===== src/hdl/fnvrw_pkg.sv =====
// Shared constants, types and state codes for the word-wise FNV rotate hash.
`timescale 1ns / 1ps
package fnvrw_pkg;

    // FNV-64 offset basis, loaded into the seed register at reset.
    localparam logic [63:0] FNV_BASIS = 64'hcbf2_9ce4_8422_2325;

    // The FNV-64 prime is 2^40 + 0x1b3, so a multiply splits into a shift and a narrow product.
    localparam int          PRIME_SHIFT = 40;
    localparam logic [8:0]  PRIME_LO    = 9'h1b3;

    // Default left rotation applied after each mixing step.
    localparam int          ROTATE_BITS_DEF = 13;

    // Bytes in one full word.
    localparam logic [3:0]  WORD_BYTES = 4'd8;

    // Control request from the sequencer to the mixing unit.
    typedef struct packed {
        logic start;
        logic rot_en;
    } mix_ctl_t;

    // Sequencer states.
    typedef enum logic [2:0] {
        S_IDLE,
        S_MIX,
        S_WAIT,
        S_FIN,
        S_FIN_WAIT,
        S_OUT
    } state_t;

endpackage


===== src/hdl/fnv_rotate_word_hash64.sv =====
// Top level of the word-wise FNV-1a rotate hash: sequencer, counters and ports.
`timescale 1ns / 1ps
//
// Channel   Direction  Handshake               Payload
// cfg       in         cfg_valid / cfg_ready   cfg_data (seed, 64 bits)
// in        in         in_valid / in_stall     data_word, byte_count, last
// out       out        out_valid / out_stall   hash, msg_bytes, full_words
//
// A full word is mixed in one step; a partial word with n bytes is mixed in n steps,
// one byte per step, on the shared mixing unit (issue, XOR stage, multiply and rotate
// stage). The next request is taken only after the last step of an item has finished.
// A last item adds a length mix and then loads the result into the output register.
// The input is stalled whenever the sequencer is busy; after the length mix it also
// stays stalled while a finished result waits for the previous one to be taken.
// Reset loads the seed with the FNV offset basis and clears the sequencer state, the message flag and the valid flags.
//
module fnv_rotate_word_hash64 #(
    parameter int ROTATE_BITS = fnvrw_pkg::ROTATE_BITS_DEF
) (
    input  logic        clk,
    input  logic        rst_n,
    input  logic        cfg_valid,
    output logic        cfg_ready,
    input  logic [63:0] cfg_data,
    input  logic        in_valid,
    output logic        in_stall,
    input  logic [63:0] data_word,
    input  logic [3:0]  byte_count,
    input  logic        last,
    output logic        out_valid,
    input  logic        out_stall,
    output logic [63:0] hash,
    output logic [63:0] msg_bytes,
    output logic [60:0] full_words
);
    import fnvrw_pkg::*;

    state_t      state_reg;
    state_t      state_next;
    logic [63:0] seed_reg;
    logic        in_msg_reg;
    logic [63:0] hash_reg;
    logic [63:0] bytes_reg;
    logic [60:0] words_reg;
    logic [63:0] data_reg;
    logic [3:0]  cnt_reg;
    logic        full_reg;
    logic        last_reg;
    logic [2:0]  idx_reg;
    logic        out_valid_reg;
    logic [63:0] out_hash_reg;
    logic [63:0] out_bytes_reg;
    logic [60:0] out_words_reg;

    logic        in_take;
    logic        out_take;
    logic        out_free;
    logic        more_bytes;
    logic [3:0]  cnt_sat;
    mix_ctl_t    mix_ctl;
    logic [63:0] mix_operand;
    logic        mix_done;
    logic [63:0] mix_result;

    assign cfg_ready = 1'b1;
    assign in_stall  = (state_reg != S_IDLE);
    assign in_take   = in_valid && !in_stall;
    assign out_take  = out_valid_reg && !out_stall;
    assign out_free  = !out_valid_reg || !out_stall;
    assign cnt_sat   = byte_count[3] ? WORD_BYTES : byte_count;
    assign more_bytes = !full_reg && (({1'b0, idx_reg} + 4'd1) < cnt_reg);

    // Seed register, written through the configuration port.
    always_ff @(posedge clk or negedge rst_n)
    begin
        if (!rst_n)
        begin
            seed_reg <= FNV_BASIS;
        end
        else if (cfg_valid && cfg_ready)
        begin
            seed_reg <= cfg_data;
        end
    end

    // State register.
    always_ff @(posedge clk or negedge rst_n)
    begin
        if (!rst_n)
        begin
            state_reg <= S_IDLE;
        end
        else
        begin
            state_reg <= state_next;
        end
    end

    // Next state and requests to the mixing unit.
    always_comb
    begin
        state_next     = state_reg;
        mix_ctl.start  = 1'b0;
        mix_ctl.rot_en = 1'b1;
        mix_operand    = full_reg ? data_reg : {56'd0, data_reg[{idx_reg, 3'b000} +: 8]};
        unique case (state_reg)
            S_IDLE:
            begin
                if (in_take)
                begin
                    if (cnt_sat != 4'd0)
                    begin
                        state_next = S_MIX;
                    end
                    else if (last)
                    begin
                        state_next = S_FIN;
                    end
                end
            end
            S_MIX:
            begin
                mix_ctl.start = 1'b1;
                state_next    = S_WAIT;
            end
            S_WAIT:
            begin
                if (mix_done)
                begin
                    if (more_bytes)
                    begin
                        state_next = S_MIX;
                    end
                    else if (last_reg)
                    begin
                        state_next = S_FIN;
                    end
                    else
                    begin
                        state_next = S_IDLE;
                    end
                end
            end
            S_FIN:
            begin
                mix_ctl.start  = 1'b1;
                mix_ctl.rot_en = 1'b0;
                mix_operand    = bytes_reg;
                state_next     = S_FIN_WAIT;
            end
            S_FIN_WAIT:
            begin
                if (mix_done)
                begin
                    state_next = S_OUT;
                end
            end
            S_OUT:
            begin
                if (out_free)
                begin
                    state_next = S_IDLE;
                end
            end
            default:
            begin
                state_next = S_IDLE;
            end
        endcase
    end

    // Message flag: set by the first request of a message, cleared when the result is loaded.
    always_ff @(posedge clk or negedge rst_n)
    begin
        if (!rst_n)
        begin
            in_msg_reg <= 1'b0;
        end
        else if (in_take)
        begin
            in_msg_reg <= 1'b1;
        end
        else if (state_reg == S_OUT && out_free)
        begin
            in_msg_reg <= 1'b0;
        end
    end

    // Item capture, running hash and message counters.
    always_ff @(posedge clk)
    begin
        if (in_take)
        begin
            data_reg <= data_word;
            cnt_reg  <= cnt_sat;
            full_reg <= byte_count[3];
            last_reg <= last;
            idx_reg  <= 3'd0;
            if (!in_msg_reg)
            begin
                hash_reg  <= seed_reg;
                bytes_reg <= {60'd0, cnt_sat};
                words_reg <= {60'd0, byte_count[3]};
            end
            else
            begin
                bytes_reg <= bytes_reg + {60'd0, cnt_sat};
                words_reg <= words_reg + {60'd0, byte_count[3]};
            end
        end
        else if (state_reg == S_WAIT && mix_done)
        begin
            hash_reg <= mix_result;
            if (more_bytes)
            begin
                idx_reg <= idx_reg + 3'd1;
            end
        end
    end

    // Result register, parting the sequencer from the output channel.
    always_ff @(posedge clk or negedge rst_n)
    begin
        if (!rst_n)
        begin
            out_valid_reg <= 1'b0;
        end
        else if (state_reg == S_OUT && out_free)
        begin
            out_valid_reg <= 1'b1;
        end
        else if (out_take)
        begin
            out_valid_reg <= 1'b0;
        end
    end

    always_ff @(posedge clk)
    begin
        if (state_reg == S_OUT && out_free)
        begin
            out_hash_reg  <= mix_result;
            out_bytes_reg <= bytes_reg;
            out_words_reg <= words_reg;
        end
    end

    assign out_valid   = out_valid_reg;
    assign hash        = out_hash_reg;
    assign msg_bytes   = out_bytes_reg;
    assign full_words  = out_words_reg;

    // Shared XOR, multiply and rotate unit.
    fnvrw_mix_unit #(
        .ROTATE_BITS (ROTATE_BITS)
    ) u_mix (
        .clk     (clk),
        .rst_n   (rst_n),
        .ctl     (mix_ctl),
        .hash_in (hash_reg),
        .operand (mix_operand),
        .done    (mix_done),
        .result  (mix_result)
    );

    // The mixing unit only finishes a step while the sequencer is waiting for it.
    a_done_in_wait: assert property (@(posedge clk) disable iff (!rst_n)
        mix_done |-> (state_reg == S_WAIT || state_reg == S_FIN_WAIT))
        else $error("mixing step finished outside a wait state");

    // A request issued to the mixing unit completes after passing the stage valid and done registers.
    a_done_latency: assert property (@(posedge clk) disable iff (!rst_n)
        mix_ctl.start |-> ##2 mix_done)
        else $error("mixing step latency is not two cycles");

    // A full word within a message advances the word counter by one.
    a_word_count: assert property (@(posedge clk) disable iff (!rst_n)
        (in_take && byte_count[3] && in_msg_reg) |=>
            (words_reg == $past(words_reg) + 61'd1))
        else $error("full word did not advance the word counter");

    // A waiting result is never overwritten.
    a_out_hold: assert property (@(posedge clk) disable iff (!rst_n)
        (out_valid_reg && out_stall) |=> $stable(out_hash_reg))
        else $error("stalled result was overwritten");

    // The byte loop never runs past the captured count.
    a_idx_range: assert property (@(posedge clk) disable iff (!rst_n)
        (state_reg == S_MIX && !full_reg) |-> ({1'b0, idx_reg} < cnt_reg))
        else $error("byte index ran past the byte count");

endmodule


===== src/hdl/fnvrw_mix_unit.sv =====
// Shared mixing unit: XOR, multiply by the FNV-64 prime, optional rotate.
`timescale 1ns / 1ps
module fnvrw_mix_unit #(
    parameter int ROTATE_BITS = fnvrw_pkg::ROTATE_BITS_DEF
) (
    input  logic                clk,
    input  logic                rst_n,
    input  fnvrw_pkg::mix_ctl_t ctl,
    input  logic [63:0]         hash_in,
    input  logic [63:0]         operand,
    output logic                done,
    output logic [63:0]         result
);
    import fnvrw_pkg::*;

    logic [63:0] x_reg;
    logic        rot_reg;
    logic        stage_vld_reg;
    logic        done_reg;
    logic [63:0] result_reg;
    logic [63:0] lo_prod;
    logic [63:0] prod;
    logic [63:0] rotated;

    // First stage: fold the operand into the hash.
    always_ff @(posedge clk or negedge rst_n)
    begin
        if (!rst_n)
        begin
            stage_vld_reg <= 1'b0;
        end
        else
        begin
            stage_vld_reg <= ctl.start;
        end
    end

    always_ff @(posedge clk)
    begin
        if (ctl.start)
        begin
            x_reg   <= hash_in ^ operand;
            rot_reg <= ctl.rot_en;
        end
    end

    // Second stage: multiply modulo 2^64 as a shifted copy plus a narrow product.
    always_comb
    begin
        lo_prod = x_reg * {55'd0, PRIME_LO};
        prod    = lo_prod + {x_reg[63-PRIME_SHIFT:0], {PRIME_SHIFT{1'b0}}};
        rotated = (prod << ROTATE_BITS) | (prod >> (64 - ROTATE_BITS));
    end

    always_ff @(posedge clk or negedge rst_n)
    begin
        if (!rst_n)
        begin
            done_reg <= 1'b0;
        end
        else
        begin
            done_reg <= stage_vld_reg;
        end
    end

    // The result holds until the next request is issued.
    always_ff @(posedge clk)
    begin
        if (stage_vld_reg)
        begin
            result_reg <= rot_reg ? rotated : prod;
        end
    end

    assign done   = done_reg;
    assign result = result_reg;

endmodule

===== config.mk =====
export PLATFORM = sky130hd
export DESIGN_NAME = fnv_rotate_word_hash64
export DESIGN_NICKNAME = d
export VERILOG_FILES = /design/src/hdl/fnvrw_pkg.sv /design/src/hdl/fnv_rotate_word_hash64.sv /design/src/hdl/fnvrw_mix_unit.sv
export SDC_FILE = /design/constraint.sdc
export NUM_CORES = 2
export LEC_CHECK = 0
export BUFFER_PORTS_ARGS = -buffer_cell sky130_fd_sc_hd__clkbuf_2
export CELL_PAD_IN_SITES_DETAIL_PLACEMENT = 1
export CELL_PAD_IN_SITES_GLOBAL_PLACEMENT = 1
export CORE_MARGIN = 5
export CORE_UTILIZATION = 53
export DETAILED_ROUTE_END_ITERATION = 8
export GPL_TIMING_DRIVEN = 0
export PLACE_DENSITY_LB_ADDON = 0.1
export SLEW_MARGIN = 20
export SYNTH_ARGS = -nofsm -noshare
export SYNTH_HDL_FRONTEND = slang
export SYNTH_SLANG_ARGS = --single-unit
export TNS_END_PERCENT = 5

===== constraint.sdc =====
create_clock -name clk -period 20.3 [get_ports clk]
set_clock_uncertainty 0.2 [all_clocks]
set_input_delay 3.045 -clock clk [delete_from_list [all_inputs] [get_ports clk]]
set_output_delay 3.045 -clock clk [all_outputs]
set_load 0.1 [all_outputs]

==> metrics.cfg <==
[grt]
grt_pass1_vias=29325
grtUsageTotal=0.337
overflow=0
grt_pass1_wl_mm=196
antenna_found_initial=20
grt_start_max_net_pins=70

[critical_path]
crit_path_end_kind=flop
worstPathCellList=ha_1 -> inv_1 -> fa_1 -> inv_1 -> fa_1 -> inv_1 -> fa_1 -> inv_1 -> ha_1 -> ha_1 -> a21o_1 -> o21bai_1 -> a211oi_1 -> o31ai_1 -> a41o_1 -> a311oi_2 -> o21ai_0 -> xnor2_1 -> o21ai_0
worst_ep_arrival_time_ns=7.15
crit_buf_inv=4
cpPeakStageDelay_ns=0.66
crit_slowest_cell=edfxtp_1
crit_path_frequent_cell=inv_1
ff2ff_path_depth=19
timing.rr.end=u_mix.result[39]
crit_family=adder cells
crit_fanout=6
required_ns=20.38
timing.rr.start=u_mix.x_reg[22]
startpoint_type=flop
critPathKind=flop to flop
r2r_slack_ns=13.23

[logic_synthesis]
synth_edf_count=576
netlist_top_cells_area=edfxtp_1, fa_1, ha_1, inv_1, mux2_2
synth_cell_type_count=87
synth.most_common_cell=edfxtp_1
yosysSeqAreaShare=0.495
synthArstFlopShare=0.109
synthTopCellsByCount=edfxtp_1, inv_1, fa_1
synth-seq-cells=650
syn_inst=3180
synthesis.area_sq_um=38700
synth_warnings=0
ys.flop_type=edfxtp_1
syn_nets=3741
synth_top_area_cell=edfxtp_1
synth_top_area_frac=0.446
avgSynthCellArea_sq_um=12.2

[routing]
vias=27379
wl_per_cell_um=28.8
routed_wl_mm=134
drc_errors=0
via_per_inst=5.91
dr.pass1.iters=6
first_iter_violations=2939
drtAntennaViolNets=0

[cts]
ctsResizeCount=0
ctsLongestPathBuffers=3
htreeDepth=3
post_cts_buffers=0
cts_tree=built
cts_hold_buf=0
clock_sinks=650
worst_skew_pair.late_latency_ns=0.65
numCtsBuffers=72
root_buffer=clkbuf_16
clk_pin_slew_ns=0.07

[placement]
hpwl_mm=105
gp_congestion=0.978
io_buffers=327

[floorplan]
core_area_sq_um=72700
chipHeight_um=280
row_count=99
die_width_um=280
pin_count=330
start_util=0.533
die_area_sq_um=78600

[run]
cap_viol_max_count=0

[final_layout]
flow.area_growth_from_synthesis_pct=15.0
nets=4166
largest_reg_flops=128
num-fill-cells=7357
drive_gt1_frac=0.189
multi_input_area_sq_um=17200
regArea_sq_um=19200

[sta]
setup_violations=0
fin_crit_ns=7.07
finalHoldViolations=0
fmax_mhz=141
finalCritPeriodShare=0.348
finalMaxSlewViolations=0
grt_setup_unrepaired=no
worst_pin_slew_ns=1.04
relSlewSlack=0.299
final.setup.tns_ns=0

[worst_hold_path]
whs_endpoint=hash[6]
min_from=u_mix.result[6]
hp-class=flop to flop
min_path_cells=0

[status]
status=complete, no violations

layout by cell type (no fill, tap or decap), types with 16 or more instances in the layout:
master     count
mux4_2        16
buf_16        16
o21ai_0       77
nor3_1        23
and3_1        87
a21oi_1      162
and2_1        27
clkbuf_2     327
xor2_1        99
dfrtp_1       42
or3_1         29
mux2_2       149
xnor2_1      160
inv_1        529
dfstp_2       28
nor2_1       153
clkbuf_1      88
fa_1         227
edfxtp_1     576
clkbuf_16     73
a21o_1        47
ha_1         196
nand2_1      162
mux2i_1       20
nand3_1       62
nand4_1       35
how the worst max path moves through the flow:
stage / slack, ns / end / from / depth (start not counted)
after floorplan: 6.84 / in_msg_reg / out_stall / 2
after detailed placement: 13.07 / bytes_reg[56] / byte_count[3] / 14
after global routing: 13.07 / u_mix.result[60] / u_mix.x_reg[16] / 19
final: 13.23 / u_mix.result[39] / u_mix.x_reg[22] / 19
after global placement: 2.23 / in_msg_reg / out_stall / 3
after CTS: 13.36 / u_mix.result[51] / u_mix.x_reg[22] / 19
layout make-up:
| cell class | count | share of cell area |
|---|---|---|
| sequential | 650 | 0.430 |
| multi-input combinational | 1905 | 0.387 |
| timing repair buffer | 351 | 0.0485 |
| inverter | 530 | 0.0446 |
| clock buffer | 88 | 0.0432 |
| tap | 959 | 0.0269 |
| clock inverter | 43 | 0.0106 |
| buffer | 95 | 0.00856 |
| antenna | 12 | 0.000674 |
stage by stage:
stage	hold slack, ns	setup slack, ns	instance area [sq um]	std cells	utilization
after floorplan	0.222	6.84	38700	3180	-
after global routing	0.260	13.07	44600	4629	0.613
final	0.248	13.23	44600	4633	0.613
after CTS	0.246	13.36	44500	4621	0.612
after global placement	0.231	2.23	41600	4466	0.572
after detailed placement	0.234	13.07	42100	4490	0.580
per-layer routing:
layer  share of wire  wire, um  vias to the layer above  track usage
met2            0.47     62900                     1342        0.540
li1                -         -                    11742            -
met5         0.00019        25                        -            0
met4           0.041      5450                        4        0.122
met1            0.41     54200                    14054        0.469
met3           0.083     11100                      237       0.0602
logic make-up after synthesis:
| logic type | after synthesis | share of synthesized area |
|---|---|---|
| AO/OA/AOI/OAI | 392 | 0.0627 |
| XOR/XNOR | 259 | 0.0585 |
| adder cells (fa/ha/maj) | 423 | 0.181 |
| buffers and inverters | 625 | 0.0611 |
| flip-flops | 650 | 0.495 |
| multiplexers | 185 | 0.0578 |
| other | 1 | 0.0000968 |
| AND/OR/NAND/NOR | 645 | 0.0845 |
Power is left out: the tool's default activity adds up to more than one toggle a clock period on the data nets, which glitch-free logic cannot reach.
